==> src/hw/rtl/assert_macros.svh <==
// Assertion macros used by the top-level RTL file.
`ifndef ASSERT_MACROS_SVH
`define ASSERT_MACROS_SVH
// Clocked property, disabled while reset is asserted.
`define MVN_ASSERT(lbl, prop, msg) \
  lbl: assert property (@(posedge clk_i) disable iff (!rst_ni) (prop)) else $error(msg);
// Boolean condition that must never hold.
`define MVN_ASSERT_NEVER(lbl, cond, msg) `MVN_ASSERT(lbl, !(cond), msg)
`endif

==> src/hw/rtl/mvn_cross.sv <==
// Negated cross product (v1-v0)x(v2-v0) on one shared multiplier.
module mvn_cross #(
  parameter int CB = 16
) (
  input  logic                  clk_i,
  input  logic                  rst_ni,
  input  logic                  start_i,
  input  logic [3*CB-1:0]       v0_i,
  input  logic [3*CB-1:0]       v1_i,
  input  logic [3*CB-1:0]       v2_i,
  output logic                  done_o,
  output logic signed [2*CB+2:0] cr_x_o,
  output logic signed [2*CB+2:0] cr_y_o,
  output logic signed [2*CB+2:0] cr_z_o
);
  localparam int DW = CB + 1;
  localparam int PW = 2 * DW;
  localparam int CW = PW + 1;

  logic signed [DW-1:0] ux_d, uy_d, uz_d, wx_d, wy_d, wz_d;
  logic signed [DW-1:0] ux_q, uy_q, uz_q, wx_q, wy_q, wz_q;
  logic signed [DW-1:0] opa, opb;
  logic signed [PW-1:0] prod_q, hold_q;
  logic signed [CW-1:0] cx_q, cy_q, cz_q;
  logic [2:0]           cnt_q;
  logic                 run_q, done_q;

  always_comb begin
    ux_d = DW'($signed(v1_i[CB-1:0]))      - DW'($signed(v0_i[CB-1:0]));
    uy_d = DW'($signed(v1_i[2*CB-1:CB]))   - DW'($signed(v0_i[2*CB-1:CB]));
    uz_d = DW'($signed(v1_i[3*CB-1:2*CB])) - DW'($signed(v0_i[3*CB-1:2*CB]));
    wx_d = DW'($signed(v2_i[CB-1:0]))      - DW'($signed(v0_i[CB-1:0]));
    wy_d = DW'($signed(v2_i[2*CB-1:CB]))   - DW'($signed(v0_i[2*CB-1:CB]));
    wz_d = DW'($signed(v2_i[3*CB-1:2*CB])) - DW'($signed(v0_i[3*CB-1:2*CB]));
  end

  // product order: uz*wy, uy*wz, ux*wz, uz*wx, uy*wx, ux*wy
  always_comb begin
    case (cnt_q)
      3'd0: begin opa = uz_q; opb = wy_q; end
      3'd1: begin opa = uy_q; opb = wz_q; end
      3'd2: begin opa = ux_q; opb = wz_q; end
      3'd3: begin opa = uz_q; opb = wx_q; end
      3'd4: begin opa = uy_q; opb = wx_q; end
      default: begin opa = ux_q; opb = wy_q; end
    endcase
  end

  always_ff @(posedge clk_i or negedge rst_ni) begin
    if (!rst_ni) begin
      run_q  <= 1'b0;
      done_q <= 1'b0;
      cnt_q  <= '0;
    end else begin
      done_q <= 1'b0;
      if (start_i) begin
        run_q <= 1'b1;
        cnt_q <= '0;
      end else if (run_q) begin
        cnt_q <= cnt_q + 3'd1;
        if (cnt_q == 3'd6) begin
          run_q  <= 1'b0;
          done_q <= 1'b1;
        end
      end
    end
  end

  always_ff @(posedge clk_i) begin
    if (start_i) begin
      ux_q <= ux_d; uy_q <= uy_d; uz_q <= uz_d;
      wx_q <= wx_d; wy_q <= wy_d; wz_q <= wz_d;
    end else if (run_q) begin
      if (cnt_q != 3'd6) prod_q <= opa * opb;
      case (cnt_q)
        3'd1, 3'd3, 3'd5: hold_q <= prod_q;
        3'd2: cx_q <= CW'(hold_q) - CW'(prod_q);
        3'd4: cy_q <= CW'(hold_q) - CW'(prod_q);
        3'd6: cz_q <= CW'(hold_q) - CW'(prod_q);
        default: ;
      endcase
    end
  end

  assign done_o = done_q;
  assign cr_x_o = cx_q;
  assign cr_y_o = cy_q;
  assign cr_z_o = cz_q;
endmodule

==> config.mk <==
export PLATFORM = sky130hd
export DESIGN_NAME = mvn_cross
export DESIGN_NICKNAME = d
export VERILOG_FILES = /design/src/hw/rtl/assert_macros.svh /design/src/hw/rtl/mvn_cross.sv
export SDC_FILE = /design/constraint.sdc
export NUM_CORES = 1
export LEC_CHECK = 0
export BUFFER_PORTS_ARGS = -buffer_cell sky130_fd_sc_hd__buf_4
export CAP_MARGIN = 10
export CORE_ASPECT_RATIO = 1.25
export CORE_UTILIZATION = 40
export CTS_BUF_LIST = sky130_fd_sc_hd__clkbuf_8 sky130_fd_sc_hd__clkbuf_16
export DETAILED_ROUTE_END_ITERATION = 12
export GPL_ROUTABILITY_DRIVEN = 0
export RECOVER_POWER = 100
export SETUP_SLACK_MARGIN = 0.5
export SYNTH_ARGS = -nofsm -noshare
export SYNTH_HDL_FRONTEND = slang
export SYNTH_SLANG_ARGS = --single-unit
==> constraint.sdc <==
create_clock -name clk_i -period 6.81 [get_ports clk_i]
set_clock_uncertainty 0.05 [all_clocks]
set_input_delay 0.3405 -clock clk_i [delete_from_list [all_inputs] [get_ports clk_i]]
set_output_delay 0.3405 -clock clk_i [all_outputs]
set_load 0.01 [all_outputs]
# ---- Yosys cells after proc, flatten, opt, wreduce, memory -nomap -nowiden
# Cells that the tools add are included.
dict set report op_classes {
  reduce_logical 12
  bitwise 1
  eq_ne 7
  muxes 10
  mul 1
  addsub 8
}
# op count
set ops {}
lappend ops {{subtractor 16 x 16 -> 17 bit} 6}
lappend ops {{one-hot mux 17 bit (2 select lines)} 2}
lappend ops {{subtractor 34 x 34 -> 35 bit} 1}
lappend ops {{multiplier 17 x 17 -> 34 bit} 1}
lappend ops {{AND reduction 3 bit} 5}
lappend ops {{equality test 3 bit, second input constant} 3}
lappend ops {{OR reduction 2 bit} 4}
lappend ops {{equality test 3 x 2 -> 1 bit, second input constant} 2}
lappend ops {{2-to-1 mux 1 bit} 6}
lappend ops {{2-to-1 mux 3 bit} 2}
lappend ops {{adder 3 x 1 -> 3 bit, second input constant} 1}
lappend ops {{equality test 3 x 1 -> 1 bit, second input constant} 1}
lappend ops {{zero test 3 bit} 1}
lappend ops {{inequality test 3 bit, second input constant} 1}
lappend ops {{OR reduction 3 bit} 1}
lappend ops {{nonzero test 2 bit} 1}
lappend ops {{NOT 1 bit} 1}
dict set report totals {
  output_inout_bits 106
  ff_bits 280
  input_bits 147
}

# ---- Logic depth before layout (Yosys ltp)
dict set report logic_depth {
  depth_word 4
  depth_mapped 32
  ltp_nobuf 30
}

# ---- Worst setup path after synthesis
# No wires, ideal clock.
dict set report synth_timing {
  kind {reg2reg}
  start {reg cnt_q[0]}
  end {reg prod_q[30] (data pin)}
  setup_time_ns 0.137
  t_arrival_ns 7.349
  path_stages_with_launch 30
  required_time_ns 6.623
  slack_ns -0.726
  synth_period_minus_slack_ns 7.536
  n_path_buf 2
  path_cell_list {dfrtp_1 inv_1 ha_1 nand2_1 o21ai_1 nor2_1 clkbuf_1 nand2_1 nand2_1 clkbuf_1 nand2_1 fa_1 inv_1 fa_1 fa_1 fa_1 fa_1 inv_1 fa_1 inv_1 ha_1 a21o_1 a21o_1 a21oi_1 o211ai_1 a31oi_4 o21ai_2 a221o_1 or4_1 nand4_1}
}
dict set report synth_between {
  elab_chain_len 4
  word_cells_on_any_way 12
  cone_classes {mul (1); eq/ne (4); mux (2); reduce/logical (5)}
}
# item line_no
set synth_lines {}
lappend synth_lines {{start, declared} mvn_cross.sv:25} ;# logic [2:0] cnt_q;
lappend synth_lines {{start signal, assigned} mvn_cross.sv:60} ;# cnt_q <= cnt_q + 3'd1;
lappend synth_lines {{equality test 3 bit (tied with other cells)} mvn_cross.sv:39} ;# case (cnt_q)
lappend synth_lines {{OR reduction 2 bit (no line)} --}
lappend synth_lines {{one-hot mux 17 bit (2 select lines)} mvn_cross.sv:39}
lappend synth_lines {{multiplier 17 x 17 -> 34 bit (*)} mvn_cross.sv:74} ;# if (cnt_q != 3'd6) prod_q <= opa * opb;
lappend synth_lines {{end signal, assigned} mvn_cross.sv:74}
lappend synth_lines {{end, declared} mvn_cross.sv:23} ;# logic signed [PW-1:0] prod_q, hold_q;
# Mark *: on every way between the ends. The rest lies on a longest branch, timed or not.
# A chain may end at the register's enable or synchronous reset.

# ---- Worst setup path in the final report
dict set report layout_timing {
  start {reg cnt_q[0]}
  end {reg prod_q[32] (data pin)}
}
# Same word-level chain as after synthesis.

==> summary.txt <==
Clocking
  – CTS Buffer Depth: 3
  – H-Tree Depth: 1
  – Root Driver: clkbuf_16
  – TritonCTS clock tree: built
  – Worst-path clk slew: approximately 0.070 ns
  – Total CTS buffers: 28
  – CTS sink cnt: 280
  – Clock Latency Late Sink: ~0.58 ns

Logic synthesis
  – Mean Syn Cell Area: 10.3 µm²
  – Cell taking the most area after synthesis: edfxtp_1
  – Syn. warnings: 0
  – Seq cells post-synth: 280
  – Post-synth ARST share: 0.0179
  – Synth top area cells: edfxtp_1 (32%), fa_1 (24%), ha_1 (11%), inv_1 (6.5%), nor2_1 (4.0%)
  – Synth top area share: 0.321
  – Main synth FF type: edfxtp_1
  – Number of flops mapped to enable cells by yosys: 275
  – Mapped Area: 0.0257 mm²
  – Most frequent cell after synthesis: inv_1
  – Synth cell count leaders: inv_1 (447), fa_1 (303), nor2_1 (276), edfxtp_1 (275), ha_1 (220)
  – Post-synthesis sequential area ratio: 0.326
  – Synthesized instance count: 2,492
  – Synth unique cells: 65
  – Net Count, Synth: 3,162

Critical path
  – CP endpoint kind: register
  – WP data arrival: 7.60 ns
  – Reg2reg path depth: 33
  – Worst path required time: 7.08 ns
  – Kind of critical path: reg2reg
  – CP dominant cell by count: fa_1
  – Worst-path fanout max: 5
  – Setup slack, reg-to-reg: -0.53 ns
  – Slowest stage delay, CP: approximately 0.55 ns
  – Worst setup SP type: register
  – Slowest cell on the critical path: fa_1

Finish
  – Final Core Density: 0.516
  – Final instance area: 0.0327 mm²
  – Nets: 3,713
  – Antenna Cells: 0
  – Fill count: 5,765
  – Share of cells above drive strength 1: 0.223
  – Area occupied by registers: 0.00839 mm²
  – Area of the multi-input gates: 0.0164 mm²
  – Syn-to-layout area delta: 27.0%

Timing
  – Hold Violations, Final: 0
  – Slew margin rel.: -1.12
  – Measured slew at the worst slew-check pin: 3.17 ns
  – Final setup margin: -0.527 ns
  – Period utilization: 1.08
  – Final setup fails: 12
  – Fin crit period: 7.34 ns
  – Fmax: between 0.1 and 0.15 GHz
  – Hold slack: 0.138 ns
  – Max Slew Vio Count: ~290
  – RSZ-0062 raised after global routing: yes
  – TNS Setup: -3.78 ns

Outcome
  – Outcome: complete, but fails checks
  – Failing checks: capacitance limit, slew limit, setup timing

Placed design
  – Port Buf Inserts: 252
  – Placed instance area: around 0.031 mm²
  – Hpwl dp: 54,900 µm

Drt
  – Vias: 19,600
  – TritonRoute pass-1 iters: 5
  – DRT Wirelength: roughly 67,000 µm
  – Initial DRC Count: 1,058
  – DRT antenna net count: 0
  – Post-DR vias/cell: 5.02
  – Routed WL per cell: 17.2 µm
  – DRC viols: 0

Hold path
  – Hold crit path type: in2async

Run
  – Max_cap viols: 7

GRT
  – Vias in the first global route: 20,900
  – Gr usage total: 0.205
  – Antenna violations before repair: 0
  – First-pass GRT wire length: ~110,000 µm
  – Global route overflow: 0
  – Largest net degree at the start of global routing: 61

Floorplanning
  – Chip height: between 200 and 300 µm
  – Initial core utilization: 0.406
  – Die X: 229 µm
  – Row cnt: slightly above 100
  – Core ar.: 0.0634 mm²
  – Die area: 0.0654 mm²
  – Top Ports: between 200 and 300
==> timing repair <==
action	4_1_cts	5_1_grt
gates cloned	3	1
gates resized for setup	96	88
buffers inserted	40	24
pin swaps	35	70
endpoints found under the setup margin	22	23
hold endpoints to repair	5	0
hold buffers	1	0
==> logic make-up after synthesis <==
kind of cell,synth area share
AND/OR/NAND/NOR,0.114
adder cells (fa/ha/maj),0.343
buffers and inverters,0.0715
AO/OA/AOI/OAI,0.101
flip-flops,0.326
XOR/XNOR,0.0429
multiplexers,0.00156
==> worst max-delay path, delay by kind of cell, from the launching register on <==
kind	cells	cell delay, ns
flops	1	0.46
buf+inv	12	1.14
simple gates	7	0.77
fa+ha+maj	8	3.43
compound gates	6	1.20
==> area by class of cell <==
type                       instances  area share
inverter                         447      0.0515
sequential                       280       0.257
clock inverter                    23     0.00731
multi-input combinational       1723       0.502
tap                              840      0.0322
clock buffer                      29      0.0222
timing repair buffer             563       0.128
==> flip-flops by register name, summed over array words and instances, names as in the netlist <==
register / cells
cnt_q: 3
cr_x_o: 35
cr_y_o: 35
cr_z_o: 35
done_o: 1
hold_q: 34
prod_q: 34
run_q: 1
ux_q: 17
uy_q: 17
uz_q: 17
wx_q: 17
wy_q: 17
wz_q: 17
==> per-stage QoR <==
| step | worst slack (ns) | instances |
|---|---|---|
| 2_1_floorplan | -0.0799 | 2492 |
| 3_3_place_gp | -0.366 | 3784 |
| 5_1_grt | -0.706 | 3905 |
| 4_1_cts | -0.402 | 3880 |
| 6_report | -0.527 | 3905 |
| 3_5_place_dp | -0.556 | 3784 |
==> metal layers <==
metal  share of wire  routed length [µm]  up-vias  track usage
met2            0.52               35100      534        0.387
met1            0.39               26400     9572        0.234
met3           0.040                2650      140       0.0183
li1                -                   -     9344            -
met5               0                   0        -            0
met4           0.043                2850        0       0.0873
==> placed cells by master, fill, tap and decap left out, types with 15 or more instances in the layout <==
cell type  instances
inv_1            428
buf_4            382
fa_1             288
edfxtp_1         275
nor2_1           255
ha_1             200
nand2_1          192
clkbuf_1         120
xnor2_1          103
a21oi_1           90
o21ai_0           60
buf_6             35
a21o_1            33
nor2b_1           30
nor3_1            30
clkbuf_16         30
nand3_1           28
o21a_1            25
a21oi_2           24
or3_1             24
xor2_1            21
ha_4              20
inv_2             19
a22oi_2           18
nand2b_1          18
buf_12            18
and3_1            15
fa_2              15
==> worst paths after layout <==
path,from,endpoint
max reg2reg,cnt_q[0],prod_q[32]
min reg2reg,prod_q[17],hold_q[17]
min in group clk_i,v0_i[0],ux_q[0]
max,cnt_q[0],prod_q[32]
min,rst_ni,cnt_q[1]
max in group asynchronous,rst_ni,cnt_q[0]
Power is left out: the tool's default activity adds up to more than one toggle a clock period on the data nets, which glitch-free logic cannot reach.
