## config.mk

```make
export PLATFORM = sky130hd
export DESIGN_NAME = mvn_norm
export DESIGN_NICKNAME = d
export VERILOG_FILES = /design/src/hw/rtl/assert_macros.svh /design/src/hw/rtl/mvn_pkg.sv /design/src/hw/rtl/mvn_norm.sv
export SDC_FILE = /design/constraint.sdc
export NUM_CORES = 2
export LEC_CHECK = 0
export BUFFER_PORTS_ARGS = -buffer_cell sky130_fd_sc_hd__buf_4
export CORE_ASPECT_RATIO = 1.75
export CORE_UTILIZATION = 40
export CTS_BUF_LIST = sky130_fd_sc_hd__clkbuf_4 sky130_fd_sc_hd__clkbuf_8
export CTS_CLUSTER_SIZE = 8
export DETAILED_ROUTE_END_ITERATION = 12
export GPL_TIMING_DRIVEN = 0
export PLACE_DENSITY = 0.57
export SLEW_MARGIN = 15
export SYNTH_ARGS = -nofsm -noshare
export SYNTH_HDL_FRONTEND = slang
export SYNTH_SLANG_ARGS = --single-unit
```

## constraint.sdc

```tcl
create_clock -name clk_i -period 12.15 [get_ports clk_i]
set_clock_uncertainty 0.2 [all_clocks]
set_input_delay 1.215 -clock clk_i [delete_from_list [all_inputs] [get_ports clk_i]]
set_output_delay 1.215 -clock clk_i [all_outputs]
set_load 0.05 [all_outputs]
```

## src/hw/rtl/assert_macros.svh

```systemverilog
// Assertion macros used by the top-level RTL file.
`ifndef ASSERT_MACROS_SVH
`define ASSERT_MACROS_SVH
// Clocked property, disabled while reset is asserted.
`define MVN_ASSERT(lbl, prop, msg) \
  lbl: assert property (@(posedge clk_i) disable iff (!rst_ni) (prop)) else $error(msg);
// Boolean condition that must never hold.
`define MVN_ASSERT_NEVER(lbl, cond, msg) `MVN_ASSERT(lbl, !(cond), msg)
`endif

```

## src/hw/rtl/mvn_pkg.sv

```systemverilog
// Shared codes, widths and constants of the vertex normal block.
package mvn_pkg;

  localparam int NRM_W   = 16;  // Q1.14 normal component
  localparam int SUM_W   = 24;  // saturating per-vertex sum
  localparam int SUM_XW  = SUM_W + 1;
  localparam int RAD_W   = 30;  // magnitudes after the range shift
  localparam int Q_BITS  = 14;  // fraction bits of Q1.14
  localparam int QUO_W   = 15;  // quotient bits, result <= 16384

  typedef enum logic [2:0] {
    OP_CLEAR  = 3'd0,
    OP_VERTEX = 3'd1,
    OP_TRI    = 3'd2,
    OP_CALC   = 3'd3,
    OP_READ   = 3'd4
  } op_e;

  typedef enum logic [2:0] {
    ST_OK        = 3'd0,
    ST_FULL      = 3'd1,
    ST_RANGE     = 3'd2,
    ST_DEGEN     = 3'd3,
    ST_NOT_READY = 3'd4
  } status_e;

endpackage

```

## src/hw/rtl/mvn_norm.sv

```systemverilog
// Iterative Q1.14 vector normalizer: range shift, squares, isqrt, division.
module mvn_norm #(
  parameter int W = 35
) (
  input  logic                            clk_i,
  input  logic                            rst_ni,
  input  logic                            start_i,
  input  logic signed [W-1:0]             vec_x_i,
  input  logic signed [W-1:0]             vec_y_i,
  input  logic signed [W-1:0]             vec_z_i,
  output logic                            done_o,
  output logic signed [mvn_pkg::NRM_W-1:0] nrm_x_o,
  output logic signed [mvn_pkg::NRM_W-1:0] nrm_y_o,
  output logic signed [mvn_pkg::NRM_W-1:0] nrm_z_o
);
  import mvn_pkg::*;

  localparam int RW = RAD_W + Q_BITS + 2;

  typedef enum logic [5:0] {
    N_IDLE  = 6'b000001,
    N_SHIFT = 6'b000010,
    N_SQ    = 6'b000100,
    N_SQRT  = 6'b001000,
    N_DLD   = 6'b010000,
    N_DIV   = 6'b100000
  } nstate_e;

  nstate_e state_q;
  logic [W-1:0]       m_q [3];
  logic [2:0]         neg_q;
  logic [1:0]         cnt_q, comp_q;
  logic [2*RAD_W-1:0] sq_q;
  logic [63:0]        acc_q, res_q, bit_q;
  logic [RW-1:0]      rem_q;
  logic [QUO_W-2:0]   quo_q;
  logic [3:0]         dstep_q;
  logic signed [NRM_W-1:0] nx_q, ny_q, nz_q;
  logic               done_q;

  logic              big;
  logic [RAD_W-1:0]  r0, r1, r2, sq_sel, div_sel;
  logic [63:0]       trial;
  logic              ge_s, ge_d;
  logic [31:0]       len;
  logic [RW-1:0]     dtrial;
  logic [QUO_W-1:0]  qfin;
  logic signed [NRM_W-1:0] qsig;

  always_comb begin
    big = ((m_q[0] >> RAD_W) != '0) || ((m_q[1] >> RAD_W) != '0) ||
          ((m_q[2] >> RAD_W) != '0);
    r0 = RAD_W'(m_q[0]);
    r1 = RAD_W'(m_q[1]);
    r2 = RAD_W'(m_q[2]);
    case (cnt_q)
      2'd0: sq_sel = r0;
      2'd1: sq_sel = r1;
      default: sq_sel = r2;
    endcase
    case (comp_q)
      2'd0: div_sel = r0;
      2'd1: div_sel = r1;
      default: div_sel = r2;
    endcase
    trial  = res_q + bit_q;
    ge_s   = acc_q >= trial;
    len    = res_q[31:0];
    dtrial = RW'(len) << dstep_q;
    ge_d   = rem_q >= dtrial;
    qfin   = {quo_q, ge_d};
    qsig   = neg_q[comp_q] ? -NRM_W'(qfin) : NRM_W'(qfin);
  end

  always_ff @(posedge clk_i or negedge rst_ni) begin
    if (!rst_ni) begin
      state_q <= N_IDLE;
      done_q  <= 1'b0;
      cnt_q   <= '0;
      comp_q  <= '0;
    end else begin
      done_q <= 1'b0;
      case (state_q)
        N_IDLE: begin
          if (start_i) begin
            m_q[0] <= vec_x_i[W-1] ? W'(-vec_x_i) : W'(vec_x_i);
            m_q[1] <= vec_y_i[W-1] ? W'(-vec_y_i) : W'(vec_y_i);
            m_q[2] <= vec_z_i[W-1] ? W'(-vec_z_i) : W'(vec_z_i);
            neg_q   <= {vec_z_i[W-1], vec_y_i[W-1], vec_x_i[W-1]};
            state_q <= N_SHIFT;
          end
        end
        N_SHIFT: begin
          if (big) begin
            m_q[0] <= m_q[0] >> 1;
            m_q[1] <= m_q[1] >> 1;
            m_q[2] <= m_q[2] >> 1;
          end else begin
            cnt_q   <= '0;
            acc_q   <= '0;
            state_q <= N_SQ;
          end
        end
        N_SQ: begin
          if (cnt_q != 2'd0) acc_q <= acc_q + 64'(sq_q);
          if (cnt_q != 2'd3) sq_q <= sq_sel * sq_sel;
          cnt_q <= cnt_q + 2'd1;
          if (cnt_q == 2'd3) begin
            res_q   <= '0;
            bit_q   <= 64'(1) << 62;
            state_q <= N_SQRT;
          end
        end
        N_SQRT: begin
          if (ge_s) begin
            acc_q <= acc_q - trial;
            res_q <= (res_q >> 1) + bit_q;
          end else begin
            res_q <= res_q >> 1;
          end
          bit_q <= bit_q >> 2;
          if (bit_q[0]) begin
            comp_q  <= '0;
            state_q <= N_DLD;
          end
        end
        N_DLD: begin
          if (res_q == '0) begin
            nx_q    <= '0;
            ny_q    <= '0;
            nz_q    <= '0;
            done_q  <= 1'b1;
            state_q <= N_IDLE;
          end else begin
            rem_q   <= RW'({div_sel, {Q_BITS{1'b0}}}) + RW'(len >> 1);
            quo_q   <= '0;
            dstep_q <= 4'(QUO_W - 1);
            state_q <= N_DIV;
          end
        end
        N_DIV: begin
          if (ge_d) rem_q <= rem_q - dtrial;
          quo_q <= qfin[QUO_W-2:0];
          if (dstep_q == '0) begin
            case (comp_q)
              2'd0: nx_q <= qsig;
              2'd1: ny_q <= qsig;
              default: nz_q <= qsig;
            endcase
            if (comp_q == 2'd2) begin
              done_q  <= 1'b1;
              state_q <= N_IDLE;
            end else begin
              comp_q  <= comp_q + 2'd1;
              state_q <= N_DLD;
            end
          end else begin
            dstep_q <= dstep_q - 4'd1;
          end
        end
        default: state_q <= N_IDLE;
      endcase
    end
  end

  assign done_o  = done_q;
  assign nrm_x_o = nx_q;
  assign nrm_y_o = ny_q;
  assign nrm_z_o = nz_q;
endmodule

```

# Word-level counts from Yosys, hierarchy flattened
# Memory sizes are Yosys's and may differ from the RTL's.
# Index checks and enable logic that the tools add are counted.
# classes
n_bitwise	3
n_lt_le_gt_ge	3
n_eq_ne	26
multipliers	1
n_addsub	13
mux	62
n_shift	1
n_reduce_logical	31
# op_table
cell	count
$mux W64	6
$pmux W64 S2	2
$mux W35	6
$pmux W64 S3	1
$mux W16	8
$pmux W30 S2	2
$neg A35 Y35	3
$reduce_bool A35 Y1	3
$pmux W16 S2	3
$mux W46	2
$pmux W46 S2	1
$add A63 B64 Y64	1
$add A64 B60 Y64	1
$add A64 B64 Y64	1
$ge A64 B64 Y1	1
$logic_not A64 Y1	1
$sub A64 B64 Y64	1
$mul A30 B30 Y60	1
$ge A46 B46 Y1	1
$shl A32 B4 Y46	1
$sub A46 B46 Y46	1
$add A44 B31 Y45	1
$mux W6	6
$pmux W6 S6	1
other kinds (36)	85
# word_totals
regBits	378
ram_bits	105
word_cells	156
output_inout_bits	49
memories	1
# memory_table
memory	depth	word_bits	read_ports	rd_clocked_by_memory_dff	wr	line	source
m_q	3	35	3	0	3	mvn_norm.sv:30	logic [W-1:0] m_q [3];

# Logic depth before layout (Yosys ltp)
# An unclocked memory read counts as a cell.
# depth
word_depth	9
ltp_mapped	38
mapped_depth_nobuf	35

# Least setup slack after synthesis
# No wires, ideal clock.
# synth_path
kind	register to register
startpoint	register res_q[2]
endpoint	register acc_q[0], enable pin
stages_incl_launch_ff	21
period_less_slack_ns	9.786
path_buffers	3
t_arrival_ns	9.020
setup_slack_ns	2.364
path_cell_list	edfxtp_1 -> ha_1 -> a31o_2 -> a31oi_1 -> o21ai_0 -> a31oi_1 -> o21ai_0 -> xnor2_1 -> ha_1 -> clkbuf_1 -> nand2_1 -> nor3_1 -> nand4_1 -> or4_1 -> a311oi_1 -> o31ai_1 -> a21oi_2 -> buf_2 -> buf_2 -> a21oi_1 -> nor3_1
# synth_via
elab_chain_cells	4
# synth_rtl
item	line	source
start: declaration	mvn_norm.sv:34	logic [63:0] acc_q, res_q, bit_q;
start signal: assignment	mvn_norm.sv:117	res_q <= (res_q >> 1) + bit_q;
start signal: assignment	mvn_norm.sv:119	res_q <= res_q >> 1;
$add A64 B64 Y64	mvn_norm.sv:66	trial = res_q + bit_q;
$ge A64 B64 Y1	mvn_norm.sv:67	ge_s = acc_q >= trial;
$ne A2 B2 Y1 (no line)	--	
$reduce_and A5 Y1 (no line)	--	
end signal: assignment	mvn_norm.sv:105	if (cnt_q != 2'd0) acc_q <= acc_q + 64'(sq_q);
end signal: assignment	mvn_norm.sv:116	acc_q <= acc_q - trial;
end: declaration	mvn_norm.sv:34	
# Every way passes these cells.
# A chain may end at the register's enable or synchronous reset.

# Worst setup path after layout
# layout_path
startpoint	register cnt_q[1]
endpoint	register sq_q[58], data pin
# layout_via
elab_chain_cells	3
# layout_rtl
item	line	source
start: declaration	mvn_norm.sv:32	logic [1:0] cnt_q, comp_q;
start signal: assignment	mvn_norm.sv:107	cnt_q <= cnt_q + 2'd1;
$eq A2 B1 Y1 or $logic_not A2 Y1 (tied branches)	mvn_norm.sv:56	case (cnt_q)
$pmux W30 S2 *	mvn_norm.sv:56	
$mul A30 B30 Y60 *	mvn_norm.sv:106	if (cnt_q != 2'd3) sq_q <= sq_sel * sq_sel;
end signal: assignment	mvn_norm.sv:106	
end: declaration	mvn_norm.sv:33	logic [2*RAD_W-1:0] sq_q;
# Mark *: on every way between the ends. The rest lies on a longest branch, timed or not.

==> metrics <==
worst slew pin tran between 1 and 1.5 ns; min cycle time layout 11.93 ns; Ys Warns 0; Post-synth EDFFs 439; CP max stage cell buf_1; outcome finished, final reports clean; routability congestion estimate approximately 1; Die Area 156000 µm²; vias in the first global route between 50000 and 60000; Syn Inst Count 6880; Die X roughly 300 µm; initial antenna violation count 9; CP arrival between 10 and 15 ns; die extent in y 522 µm; Via Count 51900; post-synth cell types 88; post-synthesis async set-or-reset flop share 2.44%; CTS clk-pin slew, worst paths 0.09 ns; clk_lat worst skew a little over 0.8 ns; first-pass GRT wire length 346 mm; drt wl/cell 25.5 µm; Synth Flop Type edfxtp_1; count leader, synth inv_1; residual DRC count 0; final slew viol count 0; share of cells above drive strength 1 6.25%; Avg Inst Size Synth ~9 µm²; CTS tree yes; Synth Cell Area 61700 µm²; Fillers 15300; RSZ-0062 raised after global routing false; CTS Hold Buffers Added 0; Synth Net Count 8206; IO buf count around 160; Area contributors post-synth fa_1 23%, edfxtp_1 21%, ha_1 11%, inv_1 6.0%, nand2_1 4.6%; initial DRC count 3538; Via density 5.63; startpoint types flop; Post-DRT Antenna Nets 0; slew margin rel. 13.2%; TritonCTS Buffers 72; pin count of the biggest net entering global routing 25; Clock Tree Buf Depth 3; P&R area growth vs syn 9.35%; max-cap viol count 0; delay-heaviest family, CP adder cells; starting density of the core 40.3%; Bufs and invs on worst path 8; IO Pins 157; DR pass1 iterations 8; Floorplan Core Area 153000 µm²; CP Capture Type flop; most frequent cell on the critical path fa_1; Final Cycle Share between 90 and 100%; sequential fraction of the synthesis area between 20% and 30%; Yosys top cell by area fa_1; Max Freq 83.8 MHz; Worst path max stage delay 0.82 ns; final hold viol count 0; critical-path maximum fanout 10; Total Routed Length 235 mm; GRT Total Usage 30.2%; Post-synth top cells 988 x inv_1, 756 x nand2_1, 698 x fa_1; WS Path Type reg2reg; Critical Path RT 12.43 ns; number of cell rows 190; worst hold-check path type in2async; GRT Residual Overflow 0; Nets 8464; CTS root buf clkbuf_8; hpwl dp 196 mm; share of the synthesized area in the top cell type 22.6%; Util after Layout 44.1%; htree depth 3; Finish-stage setup viols 0; synthesized flop and latch total 450; Sink Count 450
-- per-stage QoR --
step,worst slack (ns),cell area [µm²],hold WS [ns],cells,setup TNS (ns)
CTS,0.0282,67400,0.0485,9202,0
detailed placement,-0.719,66000,0.329,9082,-5.06
floorplan,2.36,61700,0.292,6880,0
finish,0.223,67500,0.0895,9207,0
global placement,-2.75,65400,0.323,9052,-182.74
global route,0.0180,67500,0.0802,9204,0
-- worst paths after layout --
kind                            startpoint  slack, ns  cells past startpoint          to
worst max register to register    cnt_q[1]       0.22                     32    sq_q[58]
min in group clk_i                cnt_q[1]       0.35                      1    cnt_q[1]
max in group asynchronous           rst_ni      11.35                      1  state_q[0]
worst min-delay path                rst_ni       0.09                      1  state_q[1]
worst max-delay path              cnt_q[1]       0.22                     32    sq_q[58]
worst min register to register    cnt_q[1]       0.35                      1    cnt_q[1]
-- logic make-up (layout without fill, tap and decap cells) --
kind of cell | Yosys count | after routing | synth area share [%]
AND/OR/NAND/NOR | 1875 | 1875 | 13.6
AO/OA/AOI/OAI | 1508 | 1508 | 15.4
buffers and inverters | 1287 | 1592 | 7.86
adder cells (fa/ha/maj) | 1218 | 1218 | 33.2
XOR/XNOR | 480 | 480 | 6.81
flip-flops | 450 | 450 | 21.8
multiplexers | 62 | 62 | 1.29
other | 0 | 6 | 0
-- registers in the layout, indices dropped and copies added (netlist names) --
signal,cells
quo_q,14
cnt_q,2
rem_q,46
state_q,6
m_q,105
neg_q,3
sq_q,59
acc_q,64
nrm_y_o,16
bit_q,32
res_q,64
done_o,1
nrm_z_o,16
comp_q,2
dstep_q,4
nrm_x_o,16
-- what timing repair did --
item / CTS / global route
setup endpoints to repair: 13 / 11
gates resized for setup: 10 / 39
setup buffers: 0 / 6
gates cloned: 0 / 0
-- worst reg2reg max path: cells and delay by family (launching register included) --
family	cells	cell delay (ns)
and+or+nand+nor	2	0.28
DFF	1	0.41
AOI/OAI and AO/OA	11	3.08
buffers and inverters	8	2.37
xor gates and xnor gates	1	0.13
adders and majority gates	10	5.17
-- layout make-up --
cell class	count	area [µm²]	share of cell area, %
repair buffers	192	1690	2.51
inverters	1000	3770	5.59
multi-input cells	5143	43500	64.5
diodes	6	15.0	0.0222
flip-flops and latches	450	13500	19.9
well taps	2016	2520	3.74
clock inverters	21	153	0.226
plain buffers	279	1120	1.66
clock buffers	100	1230	1.82
-- per-layer routing --
layer	wire length [µm]	vias to the layer above	GRT usage [%]	part of all wire [%]
met4	24400	10	26.1	10
met2	122000	1835	55.8	52
met1	77700	25500	29.4	33
met5	62	-	0	0.026
li1	-	23800	-	-
met3	11500	741	4.17	4.9
-- placed cells by master (no fill, tap or decap), types with 42 or more instances in the layout --
cell type,instances
a22o_1,42
a211oi_1,54
a21o_1,158
clkbuf_1,214
xnor2_1,211
ha_1,520
o21ai_0,386
nand3_1,86
a31oi_1,87
nand2_1,756
and2_1,71
nor2_1,535
inv_1,987
nand4_1,66
a21oi_1,358
nor3_1,69
buf_4,174
nor2b_1,64
fa_1,698
o21bai_1,58
o22ai_1,63
clkbuf_8,76
edfxtp_1,439
xor2_1,269
o31ai_1,46
Power is not shown: default switching activity piles up to over one toggle a cycle in this logic, so the estimate is an artifact.
